===== src/prfl_pkg.sv =====
package prfl_pkg;

   // Fixed port widths
   localparam int PAGE_PORT_W  = 16;
   localparam int FRAME_PORT_W = 4;
   localparam int FAULT_W      = 32;

   // Configuration port
   localparam int CSR_IDX_W  = 1;
   localparam int CSR_DATA_W = 5;
   localparam int CSR_FIU_W  = 5;

   localparam logic [CSR_IDX_W-1:0] CSR_POLICY_MODE   = 1'b0;
   localparam logic [CSR_IDX_W-1:0] CSR_FRAMES_IN_USE = 1'b1;

   localparam logic [CSR_FIU_W-1:0] FIU_RESET = 5'd16;

   // Replacement policy codes
   localparam logic POLICY_FIFO = 1'b0;
   localparam logic POLICY_LRU  = 1'b1;

   localparam logic [FAULT_W-1:0] FAULT_MAX = '1;

   // Sequencer states
   typedef enum logic [2:0] {
      ST_IDLE = 3'b001,
      ST_SCAN = 3'b010,
      ST_RESP = 3'b100
   } prfl_state_type;

endpackage


===== src/prfl_page_store.sv =====
module prfl_page_store #(
   parameter int DEPTH  = 16,
   parameter int ADDR_W = 4,
   parameter int DATA_W = 16
) (
   input  logic              clock,
   input  logic              wr_en,
   input  logic [ADDR_W-1:0] wr_addr,
   input  logic [DATA_W-1:0] wr_data,
   input  logic [ADDR_W-1:0] rd_addr,
   output logic [DATA_W-1:0] rd_data
);

   logic [DATA_W-1:0] page_mem [DEPTH];
   logic [DATA_W-1:0] rd_data_ff;

   // Write one frame entry
   always_ff @(posedge clock) begin
      if (wr_en) begin
         page_mem[wr_addr] <= wr_data;
      end
   end

   // Registered read
   always_ff @(posedge clock) begin
      rd_data_ff <= page_mem[rd_addr];
   end

   assign rd_data = rd_data_ff;

endmodule


===== src/page_replacement_fifo_lru.sv =====
// Items are taken only while idle; the scan then compares one frame per cycle from frame
// zero, through the hit frame, or through all frames in use on a fault, reading the page
// store through its single read port; a write-back state then stores the update, and the
// result strobe is registered after it. busy holds new items off until write-back is over.
// Reset clears the policy to FIFO, the frame count to 16, all frames to empty, all ranks,
// the insertion pointer and the fault count; the receiver cannot stall results.
module page_replacement_fifo_lru #(
   parameter int FRAMES    = 16,
   parameter int PAGE_BITS = 16
) (
   input  logic                                 clock,
   input  logic                                 reset,
   input  logic                                 start,
   output logic                                 busy,
   input  logic [prfl_pkg::PAGE_PORT_W-1:0]     req_page_number,
   output logic                                 rsp_valid,
   output logic                                 rsp_hit,
   output logic [prfl_pkg::FRAME_PORT_W-1:0]    rsp_frame_index,
   output logic                                 rsp_evicted_valid,
   output logic [prfl_pkg::PAGE_PORT_W-1:0]     rsp_evicted_page,
   output logic [prfl_pkg::FAULT_W-1:0]         rsp_fault_total,
   input  logic                                 csr_we,
   input  logic [prfl_pkg::CSR_IDX_W-1:0]       csr_index,
   input  logic [prfl_pkg::CSR_DATA_W-1:0]      csr_wdata
);

   import prfl_pkg::*;

   localparam int IDX_W = (FRAMES > 1) ? $clog2(FRAMES) : 1;
   localparam int CNT_W = $clog2(FRAMES + 1);
   localparam int NW    = (CNT_W > CSR_FIU_W) ? CNT_W : CSR_FIU_W;
   localparam logic [IDX_W-1:0] RANK_MAX = IDX_W'(FRAMES - 1);

   // Configuration registers
   logic                 policy_ff;
   logic [CSR_FIU_W-1:0] fiu_ff;

   // Control state
   prfl_state_type       state_ff, state_in;
   logic                 rsp_valid_ff;
   logic [IDX_W-1:0]     ptr_ff;
   logic [FAULT_W-1:0]   fault_ff;
   logic [FRAMES-1:0]    valid_ff;
   logic [IDX_W-1:0]     rank_ff [FRAMES];

   // Per-item working registers
   logic [PAGE_BITS-1:0] page_ff;
   logic [IDX_W-1:0]     cmp_idx_ff;
   logic                 hit_ff;
   logic [IDX_W-1:0]     hit_idx_ff;
   logic [IDX_W-1:0]     hit_rank_ff;
   logic                 empty_found_ff;
   logic [IDX_W-1:0]     empty_idx_ff;
   logic [IDX_W-1:0]     vic_idx_ff;
   logic [IDX_W-1:0]     vic_rank_ff;
   logic [PAGE_BITS-1:0] vic_page_ff;

   // Result registers
   logic                    rsp_hit_ff;
   logic [FRAME_PORT_W-1:0] rsp_frame_ff;
   logic                    rsp_ev_valid_ff;
   logic [PAGE_PORT_W-1:0]  rsp_ev_page_ff;
   logic [FAULT_W-1:0]      rsp_fault_ff;

   // Combinational
   logic [NW-1:0]        fiu_ext;
   logic [CNT_W-1:0]     n_act;
   logic [IDX_W-1:0]     ptr_eff;
   logic [IDX_W-1:0]     ptr_next;
   logic                 accept;
   logic                 cmp_last;
   logic                 cur_valid;
   logic [IDX_W-1:0]     cur_rank;
   logic [PAGE_BITS-1:0] cur_page;
   logic                 match;
   logic                 take_vic;
   logic [IDX_W-1:0]     rd_addr;
   logic [IDX_W-1:0]     tgt;
   logic [IDX_W+3:0]     tgt_ext;
   logic                 ev_valid;
   logic [PAGE_BITS-1:0] ev_page;
   logic [FAULT_W-1:0]   fault_next;
   logic                 mem_we;
   logic [FRAMES-1:0]    in_use;
   logic [IDX_W-1:0]     rank_in [FRAMES];

   // Effective frame count: zero acts as one, clamp to FRAMES
   assign fiu_ext = NW'(fiu_ff);
   always_comb begin
      priority if (fiu_ext == '0) begin
         n_act = CNT_W'(1);
      end else if (fiu_ext > NW'(FRAMES)) begin
         n_act = CNT_W'(FRAMES);
      end else begin
         n_act = CNT_W'(fiu_ext);
      end
   end

   // FIFO insertion pointer, folded back to zero past the frame count
   assign ptr_eff  = (CNT_W'(ptr_ff) >= n_act) ? '0 : ptr_ff;
   assign ptr_next = ((CNT_W'(ptr_eff) + CNT_W'(1)) >= n_act) ? '0 : ptr_eff + IDX_W'(1);

   assign accept = start && (state_ff == ST_IDLE);
   assign busy   = (state_ff != ST_IDLE);

   // Compare stage: entry cmp_idx_ff arrives from the store this cycle
   assign cmp_last  = ((CNT_W'(cmp_idx_ff) + CNT_W'(1)) == n_act);
   assign cur_valid = valid_ff[cmp_idx_ff];
   assign cur_rank  = rank_ff[cmp_idx_ff];
   assign match     = cur_valid && (cur_page == page_ff);
   assign take_vic  = (policy_ff == POLICY_FIFO) ? (cmp_idx_ff == ptr_eff)
                                                 : ((cmp_idx_ff == '0) || (cur_rank > vic_rank_ff));

   // Read address: first frame on accept, then the next frame while scanning
   always_comb begin
      rd_addr = cmp_idx_ff;
      if (state_ff == ST_IDLE) begin
         rd_addr = '0;
      end else if ((state_ff == ST_SCAN) && !cmp_last) begin
         rd_addr = cmp_idx_ff + IDX_W'(1);
      end
   end

   // Choose the frame that ends up holding the page
   always_comb begin
      priority if (hit_ff) begin
         tgt = hit_idx_ff;
      end else if (policy_ff == POLICY_FIFO) begin
         tgt = ptr_eff;
      end else if (empty_found_ff) begin
         tgt = empty_idx_ff;
      end else begin
         tgt = vic_idx_ff;
      end
   end

   assign tgt_ext    = {4'b0000, tgt};
   assign ev_valid   = !hit_ff && valid_ff[tgt];
   assign ev_page    = ev_valid ? vic_page_ff : '0;
   assign fault_next = (hit_ff || (fault_ff == FAULT_MAX)) ? fault_ff : fault_ff + FAULT_W'(1);
   assign mem_we     = (state_ff == ST_RESP) && !hit_ff;

   // Age ranks: touched frame goes to zero; other valid frames in use age by one (on a hit only the more recent ones)
   always_comb begin
      for (int i = 0; i < FRAMES; i++) begin
         in_use[i]  = (CNT_W'(i) < n_act);
         rank_in[i] = rank_ff[i];
         if (IDX_W'(i) == tgt) begin
            rank_in[i] = '0;
         end else if (valid_ff[i] && in_use[i] && (!hit_ff || (rank_ff[i] < hit_rank_ff)) &&
                      (rank_ff[i] != RANK_MAX)) begin
            rank_in[i] = rank_ff[i] + IDX_W'(1);
         end
      end
   end

   prfl_page_store #(
      .DEPTH  (FRAMES),
      .ADDR_W (IDX_W),
      .DATA_W (PAGE_BITS)
   ) u_page_store (
      .clock   (clock),
      .wr_en   (mem_we),
      .wr_addr (tgt),
      .wr_data (page_ff),
      .rd_addr (rd_addr),
      .rd_data (cur_page)
   );

   // Sequencer
   always_comb begin
      state_in = state_ff;
      unique case (state_ff)
         ST_IDLE: begin
            if (start) begin
               state_in = ST_SCAN;
            end
         end
         ST_SCAN: begin
            if (match || cmp_last) begin
               state_in = ST_RESP;
            end
         end
         ST_RESP: begin
            state_in = ST_IDLE;
         end
         default: begin
            state_in = ST_IDLE;
         end
      endcase
   end

   // Control registers and table bookkeeping
   always_ff @(posedge clock) begin
      if (reset) begin
         state_ff     <= ST_IDLE;
         rsp_valid_ff <= 1'b0;
         policy_ff    <= POLICY_FIFO;
         fiu_ff       <= FIU_RESET;
         ptr_ff       <= '0;
         fault_ff     <= '0;
         valid_ff     <= '0;
         for (int i = 0; i < FRAMES; i++) begin
            rank_ff[i] <= '0;
         end
      end else begin
         state_ff     <= state_in;
         rsp_valid_ff <= (state_ff == ST_RESP);
         if (csr_we) begin
            unique case (csr_index)
               CSR_POLICY_MODE:   policy_ff <= csr_wdata[0];
               CSR_FRAMES_IN_USE: fiu_ff    <= csr_wdata;
            endcase
         end
         if (state_ff == ST_RESP) begin
            fault_ff <= fault_next;
            if (!hit_ff) begin
               valid_ff[tgt] <= 1'b1;
               if (policy_ff == POLICY_FIFO) begin
                  ptr_ff <= ptr_next;
               end
            end
            if (policy_ff == POLICY_LRU) begin
               for (int i = 0; i < FRAMES; i++) begin
                  rank_ff[i] <= rank_in[i];
               end
            end
         end
      end
   end

   // Per-item scan trackers and result payload
   always_ff @(posedge clock) begin
      if (accept) begin
         page_ff        <= PAGE_BITS'(req_page_number);
         cmp_idx_ff     <= '0;
         hit_ff         <= 1'b0;
         empty_found_ff <= 1'b0;
      end
      if (state_ff == ST_SCAN) begin
         if (match) begin
            hit_ff      <= 1'b1;
            hit_idx_ff  <= cmp_idx_ff;
            hit_rank_ff <= cur_rank;
         end
         if (!cur_valid && !empty_found_ff) begin
            empty_found_ff <= 1'b1;
            empty_idx_ff   <= cmp_idx_ff;
         end
         if (take_vic) begin
            vic_idx_ff  <= cmp_idx_ff;
            vic_rank_ff <= cur_rank;
            vic_page_ff <= cur_page;
         end
         if (!cmp_last) begin
            cmp_idx_ff <= cmp_idx_ff + IDX_W'(1);
         end
      end
      if (state_ff == ST_RESP) begin
         rsp_hit_ff      <= hit_ff;
         rsp_frame_ff    <= tgt_ext[FRAME_PORT_W-1:0];
         rsp_ev_valid_ff <= ev_valid;
         rsp_ev_page_ff  <= PAGE_PORT_W'(ev_page);
         rsp_fault_ff    <= fault_next;
      end
   end

   assign rsp_valid         = rsp_valid_ff;
   assign rsp_hit           = rsp_hit_ff;
   assign rsp_frame_index   = rsp_frame_ff;
   assign rsp_evicted_valid = rsp_ev_valid_ff;
   assign rsp_evicted_page  = rsp_ev_page_ff;
   assign rsp_fault_total   = rsp_fault_ff;

   // A result follows only the write-back cycle
   a_rsp_after_resp: assert property (@(posedge clock) disable iff (reset)
      rsp_valid |-> $past(state_ff == ST_RESP))
      else $error("result strobe without write-back cycle");

   // A hit never reports an eviction
   a_hit_no_evict: assert property (@(posedge clock) disable iff (reset)
      (rsp_valid && rsp_hit) |-> !rsp_evicted_valid)
      else $error("hit reported an evicted page");

   // The scan never runs past the frames in use
   a_scan_in_range: assert property (@(posedge clock) disable iff (reset)
      (state_ff == ST_SCAN) |-> (CNT_W'(cmp_idx_ff) < n_act))
      else $error("scan index beyond frame count");

   // The fault count never decreases
   a_fault_monotonic: assert property (@(posedge clock) disable iff (reset)
      !$past(reset) |-> (fault_ff >= $past(fault_ff)))
      else $error("fault count went backward");

endmodule

===== config.mk =====
export PLATFORM = sky130hd
export DESIGN_NAME = page_replacement_fifo_lru
export DESIGN_NICKNAME = d
export VERILOG_FILES = /design/src/prfl_pkg.sv /design/src/prfl_page_store.sv /design/src/page_replacement_fifo_lru.sv
export SDC_FILE = /design/constraint.sdc
export NUM_CORES = 1
export LEC_CHECK = 0
export BUFFER_PORTS_ARGS = -buffer_cell sky130_fd_sc_hd__buf_2
export CAP_MARGIN = 20
export CORE_AREA = 2 2 237 192
export CTS_CLUSTER_DIAMETER = 40
export DETAILED_ROUTE_END_ITERATION = 8
export DIE_AREA = 0 0 239 194
export GPL_TIMING_DRIVEN = 0
export PLACE_DENSITY = 0.71
export SYNTH_ARGS = -nofsm -noshare
export SYNTH_HDL_FRONTEND = slang
export SYNTH_SLANG_ARGS = --single-unit

===== constraint.sdc =====
create_clock -name clock -period 6.89 [get_ports clock]
set_input_delay 0 -clock clock [delete_from_list [all_inputs] [get_ports clock]]
set_output_delay 0 -clock clock [all_outputs]
set_load 0.02 [all_outputs]

### After elaboration in Yosys (flattened, before gate mapping)

Memories as Yosys holds them, arrays and structs flattened. A register that Yosys moved wholly into a read port is not among the register bits.
Cells that the tools add are included.

* flip-flop bits (word level): 174
* bits in writable memories: 320
* input bits: 26
* output and inout port bits: 56
* logic and storage cells: 319
* memories kept: 2

Memory list
* u_page_store.page_mem: depth 16, bits a word 16, rd ports 1, clocked after memory_dff 1, wr ports 1, RTL line prfl_page_store.sv:14 `logic [DATA_W-1:0] page_mem [DEPTH];`
* rank_ff: depth 16, bits a word 4, rd ports 17, clocked after memory_dff 1, wr ports 16, RTL line page_replacement_fifo_lru.sv:44 `logic [IDX_W-1:0] rank_ff [FRAMES];`

* $add $sub $neg: 21
* order comparisons: 39
* equality and inequality tests: 41
* muxes and demuxes: 85
* bitwise operators: 20
* reductions and logical operators: 89

Operator list (count)
* $mux W4: 58
* $add A4 B1 Y4 const B: 18
* $lt A4 B4 Y1: 16
* $ne A4 B4 Y1 const B: 16
* $logic_and A1 B1 Y1: 55
* $lt A4 B5 Y1 const A: 8
* $add A32 B1 Y32 const B: 1
* $eq A32 B32 Y1 const B: 1
* $eq A4 B4 Y1 const A: 8
* $mux W32: 1
* $lt A3 B5 Y1 const A: 4
* $logic_or A1 B1 Y1: 19
* $mux W1: 18
* $eq A16 B16 Y1: 1
* $eq A3 B4 Y1 const A: 4
* $or A1 B1 Y1: 16
* $or A16 B16 Y16: 1
* $reduce_and A2 Y1: 7
* $add A4 B1 Y5 const B: 2
* $lt A1 B5 Y1 const A: 2
* $lt A2 B5 Y1 const A: 2
* $lt A4 B5 Y1 const B: 2
* $mux W5: 2
* $bmux W1 S4: 2
* 23 further kinds: 31

### Longest topological paths before layout

* depth in word-level cells: 12
* depth in mapped cells: 19
* mapped depth without buffers: 18

### Hierarchy

A second synthesis with hierarchy kept.

* cell total of the unflattened synthesis: 1606
* area, all modules: 22876.9 um^2

By module, submodules not included
* page_replacement_fifo_lru: instances 1, cells an instance 1174, area an instance 12834.8 um^2, seq. area each 6466.2 um^2
* prfl_page_store: instances 1, cells an instance 432, area an instance 10042.1 um^2, seq. area each 8007.7 um^2

### Worst setup path after synthesis

OpenSTA, ideal clock, no wires.

* path type: reg-to-reg
* start: reg cmp_idx_ff[0]
* end: reg vic_idx_ff[0] (enable)
* setup time: 0.442 ns
* arrival: 5.053 ns
* data required time: 6.448 ns
* path slack: 1.395 ns
* cell stages (with the launch flop): 17
* path buffers: 3
* clock period less this slack: 5.495 ns
* cells stage by stage: dfxtp_1 -> buf_2 -> buf_1 -> buf_1 -> mux2_2 -> o21ai_0 -> a21oi_1 -> a22oi_1 -> nand2_1 -> ha_1 -> nor2b_1 -> o21ai_0 -> nand2b_1 -> a21oi_1 -> a41oi_1 -> a21oi_1 -> a211oi_1

* longest elaborated chain between the ends: 4
* elaborated cells between the ends (all ways): 5
* classes of those cells: 1 x eq/ne; 1 x mux; 3 x reduce/logical

Ends and longest elaborated chain
* start: declaration: RTL line page_replacement_fifo_lru.sv:48 `logic [IDX_W-1:0] cmp_idx_ff;`
* start signal: assignment: RTL line page_replacement_fifo_lru.sv:256 `cmp_idx_ff <= cmp_idx_ff + IDX_W'(1);`
* $logic_not A4 Y1: RTL line page_replacement_fifo_lru.sv:112 `: ((cmp_idx_ff == '0) || (cur_rank > vic_rank_ff));`
* $logic_or A1 B1 Y1: RTL line page_replacement_fifo_lru.sv:112
* $mux W1 *: RTL line page_replacement_fifo_lru.sv:111 `assign take_vic = (policy_ff == POLICY_FIFO) ? (cmp_idx_ff == ptr_eff)`
* $reduce_and A2 Y1 (no source line) *
* end signal: assignment: RTL line page_replacement_fifo_lru.sv:251 `vic_idx_ff <= cmp_idx_ff;`
* end: declaration: RTL line page_replacement_fifo_lru.sv:54 `logic [IDX_W-1:0] vic_idx_ff;`

Every way passes the cells marked *; elsewhere a longest branch is shown, timed or not.
A chain may end at the register's enable or synchronous reset.

### Final worst setup path

* start: reg fiu_ff[4], in the netlist fiu_ext[4]
* end: mem u_page_store.page_mem[11][12] (enable)

* longest elaborated chain between the ends: 7
* elaborated cells between the ends (all ways): 8
* classes of those cells: 2 x order compare; 5 x mux; 1 x reduce/logical

Ends and longest elaborated chain
* start: declaration: RTL line page_replacement_fifo_lru.sv:36 `logic [CSR_FIU_W-1:0] fiu_ff;`
* start signal: assignment: RTL line page_replacement_fifo_lru.sv:212 `CSR_FRAMES_IN_USE: fiu_ff <= csr_wdata;`
* $gt A5 B5 Y1: RTL line page_replacement_fifo_lru.sv:92 `end else if (fiu_ext > NW'(FRAMES)) begin`
* $mux W5: RTL line page_replacement_fifo_lru.sv:92
* $mux W5 *: RTL line page_replacement_fifo_lru.sv:90 `priority if (fiu_ext == '0) begin`
* $ge A4 B5 Y1 *: RTL line page_replacement_fifo_lru.sv:100 `assign ptr_eff = (CNT_W'(ptr_ff) >= n_act) ? '0 : ptr_ff;`
* $mux W4 *: RTL line page_replacement_fifo_lru.sv:100
* $mux W4 *: RTL line page_replacement_fifo_lru.sv:128 `end else if (policy_ff == POLICY_FIFO) begin`
* $mux W4 *: RTL line page_replacement_fifo_lru.sv:126 `priority if (hit_ff) begin`
* named net tgt[0]: RTL line page_replacement_fifo_lru.sv:78 `logic [IDX_W-1:0] tgt;`
* end: declaration: RTL line prfl_page_store.sv:14

The timed path passes the listed nets; every way through them passes the cells marked *.

==> impl_metrics.yaml <==
place:
  gp_congestion: 0.948
  hpwl_mm: 45.6
  io_buffers: 79
  dp_slack_ns: 0.771
min_path:
  hp-start: "csr_we"
  hold_path_class: "in -> reg"
  min_path_cells: 4
  holdPathEnd: "fiu_ext[2]$_SDFFE_PP0P_"
sta:
  setup_slack_ns: 0.510
  worst_pin_slew_ns: 1.23
  fin_skew_ns: 0.0267
  rsz0062_at_grt: "false"
  final-hold-violation-count: 0
  max-slew-margin-rel_pct: 17.6
  worst_hold_slack_ns: 0.0708
  timing.final.crit_share_pct: 92.6
  timing.final.max_slew_violations: 0
  finalSetupViolations: 0
  period_minus_slack_ns: 6.38
  fmax_ghz: 0.157
logic_synthesis:
  synth_most_common_cell: "edfxtp_1"
  synthCells: 1989
  synth.area.top_cells: "edfxtp_1, dfxtp_1, ha_1, nor2_1, a21oi_1"
  synth.distinct_cells: 65
  yosysTopAreaCell: "edfxtp_1"
  netlist_area_um2: 23900
  ys_ff_latch: 510
  syn-num-nets: 2096
  synth-main-ff-cell: "edfxtp_1"
  syn_avg_cell_area_um2: 12.0
  async_reset_ff_share_pct: 0
  synth_edf_count: 426
  synth_top_area_share_pct: 53.5
  synthTopCellsByCount: "edfxtp_1, nor2_1, a21oi_1"
  ys.warnings.count: 0
  ys_seq_area_share_pct: 60.5
critical_path:
  r2r-end: "u_page_store.page_mem[11][12]$_DFFE_PP_"
  rr_worst_depth: 16
  r2r_start: "fiu_ext[4]$_SDFFE_PP1P_"
  crit_fanout: 10
  crit_required_ns: 7.18
  worstSetupEndpointType: "flip-flop"
  worstSetupStartpointType: "flip-flop"
  path_class: "reg -> reg"
  regToRegSetupSlack_ns: 0.51
  arrival_ns: 6.68
routing:
  postRouteAntennaNets: 0
  avgViaCountPerCell: 6.28
  routed_wirelength_mm: 66.6
  drt-initial-drc-count: 2279
  drt_first_pass_iters: 6
  drc: 0
  wl_per_cell_um: 23.7
  num_vias: 17600
global_routing:
  grt_use_total_pct: 28.7
  grt_max_degree: 64
  antenna_found_initial: 2
  grt_pass1_wl_mm: 99.8
  grt_pass1_vias: 16900
  overflow: 0
cts:
  clock_sinks: 510
  clock_path_buffers: 3
  cts_buffers: 68
  cts-resized-gates: 0
  cts_hold_buf: 33
  cts_tree: "done"
  post_cts_buffers: 0
  htreeDepth: 3
  path_clk_slew_ns: 0.06
  insertion_delay_ns: 0.59
  cts_root_buffer: "clkbuf_16"
power_and_ir_drop:
  vdd_drop_max_mv: 0.169
  clockPowerShare_pct: 48.6
  internal_power_uw: 5800
  power.leakage_uw: 0.0101
  pwr-share-seq_pct: 46.3
  switchingPower_uw: 1660
  cellPowerDensity_nw_per_um2: 267
  p_sw_share_pct: 22.3
  total_power_uw: 7460
  comb_power_share_pct: 5.2
floorplan:
  core_um2: 44000
  die-area_um2: 46400
  die_h_um: 194
  top_level_ports: 82
  die_w_um: 239
  start_util_pct: 54.3
  rows: 69
finish:
  fin_nets: 2294
  diodes: 0
  final.fill_count: 3294
  drive_gt1_share_pct: 12.2
  syn_to_final_growth_pct: 17.1
flow_run:
  maxCapViolCount: 0
status:
  status: "complete, no violations"
worst max-delay path: stages (launching register included):
cell and delay (ns):
dfxtp_1 0.29, buf_2 0.19, or4_4 0.62, and2_4 0.18
clkinv_2 0.11, ha_1 0.24, nand2b_1 0.14, a211o_1 0.28
a21oi_1 0.43, a221o_1 0.23, clkbuf_1 0.37, clkbuf_1 0.49
a21boi_0 0.60, clkbuf_1 0.58, nand2_1 0.34, nor2_1 0.73
buf_6 0.25
cells by family after synthesis:
group	count (synthesis)	synth area share, %
AOI/OAI and AO/OA	426	11.9
xor gates and xnor gates	118	4.42
adders and majority gates	81	4.24
buffers and inverters	174	2.86
muxes	65	3.45
DFF	510	60.5
and+or+nand+nor	615	12.5
per-stage QoR:
stage          instance area (µm²)  util [%]  TNS, ns  cells
2_1_floorplan                23900         -        0   1989
3_3_place_gp                 25000      56.8   -14.51   2636
3_5_place_dp                 25300      57.4        0   2651
4_1_cts                      28000      63.6        0   2808
5_1_grt                      28000      63.6        0   2809
6_report                     28000      63.6        0   2809
power groups by stage:
stage	clock network [µW]	logic (µW)	registers, µW
5_1_grt	3790	414	3460
3_5_place_dp	0	358	3510
4_1_cts	3650	375	3450
6_report	3620	385	3450
2_1_floorplan	0	242	3480
3_3_place_gp	0	346	3510
per-layer routing:
layer | part of all wire (%) | global-route usage [%] | vias up
met2 | 43 | 40.9 | 1043
met1 | 42 | 41.1 | 8525
met3 | 12 | 8.09 | 187
li1 | - | - | 7885
met4 | 3.8 | 12.1 | 2
met5 | 0.020 | 0 | -
final cells by class:
class                   instances  area (µm²)  area share (%)
repair buffers                128         958            3.42
well taps                     568         711            2.54
clock inverters                34         367            1.31
multi-input cells            1305        8790            31.4
flip-flops and latches        510       14500            51.7
plain buffers                 122         492            1.76
inverters                      52         196           0.702
clock buffers                  90        2000            7.15
flip-flops by register name (all words and copies together), names as in the netlist, 5 cells and up:
register	flops
rank_ff	64
u_page_store.page_mem	256
vic_page_ff	16
fiu_ext	5
page_ff	16
fault_ff	32
rsp_evicted_page	16
u_page_store.rd_data	16
valid_ff	16
rsp_fault_total	32
how the worst max path moves through the flow:
stage | from | end | slack, ns | cells past startpoint
after global placement | cmp_idx_ff[0]$_DFF_P_ | vic_page_ff[12]$_DFFE_PP_ | -0.61 | 16
after CTS | fiu_ext[4]$_SDFFE_PP1P_ | u_page_store.page_mem[11][5]$_DFFE_PP_ | 0.71 | 16
after floorplan | cmp_idx_ff[0]$_DFF_P_ | vic_idx_ff[0]$_DFFE_PP_ | 1.40 | 16
after global routing | fiu_ext[4]$_SDFFE_PP1P_ | u_page_store.page_mem[11][5]$_DFFE_PP_ | 0.35 | 16
after detailed placement | fiu_ext[4]$_SDFFE_PP1P_ | u_page_store.page_mem[11][14]$_DFFE_PP_ | 0.77 | 16
final | fiu_ext[4]$_SDFFE_PP1P_ | u_page_store.page_mem[11][12]$_DFFE_PP_ | 0.51 | 16
placed cells by master, fill, tap and decap left out, drive strengths merged, types with 46 or more instances in the layout:
cell and instances:
edfxtp 426, nor2 199, clkbuf 185, a21oi 146, nand2 129, buf 122
dfxtp 84, ha 81, xor2 65, o21ai 59, xnor2 53, inv 51
nand2b 47, nand3 46
Note: power is estimated with default switching activity, not from simulation.
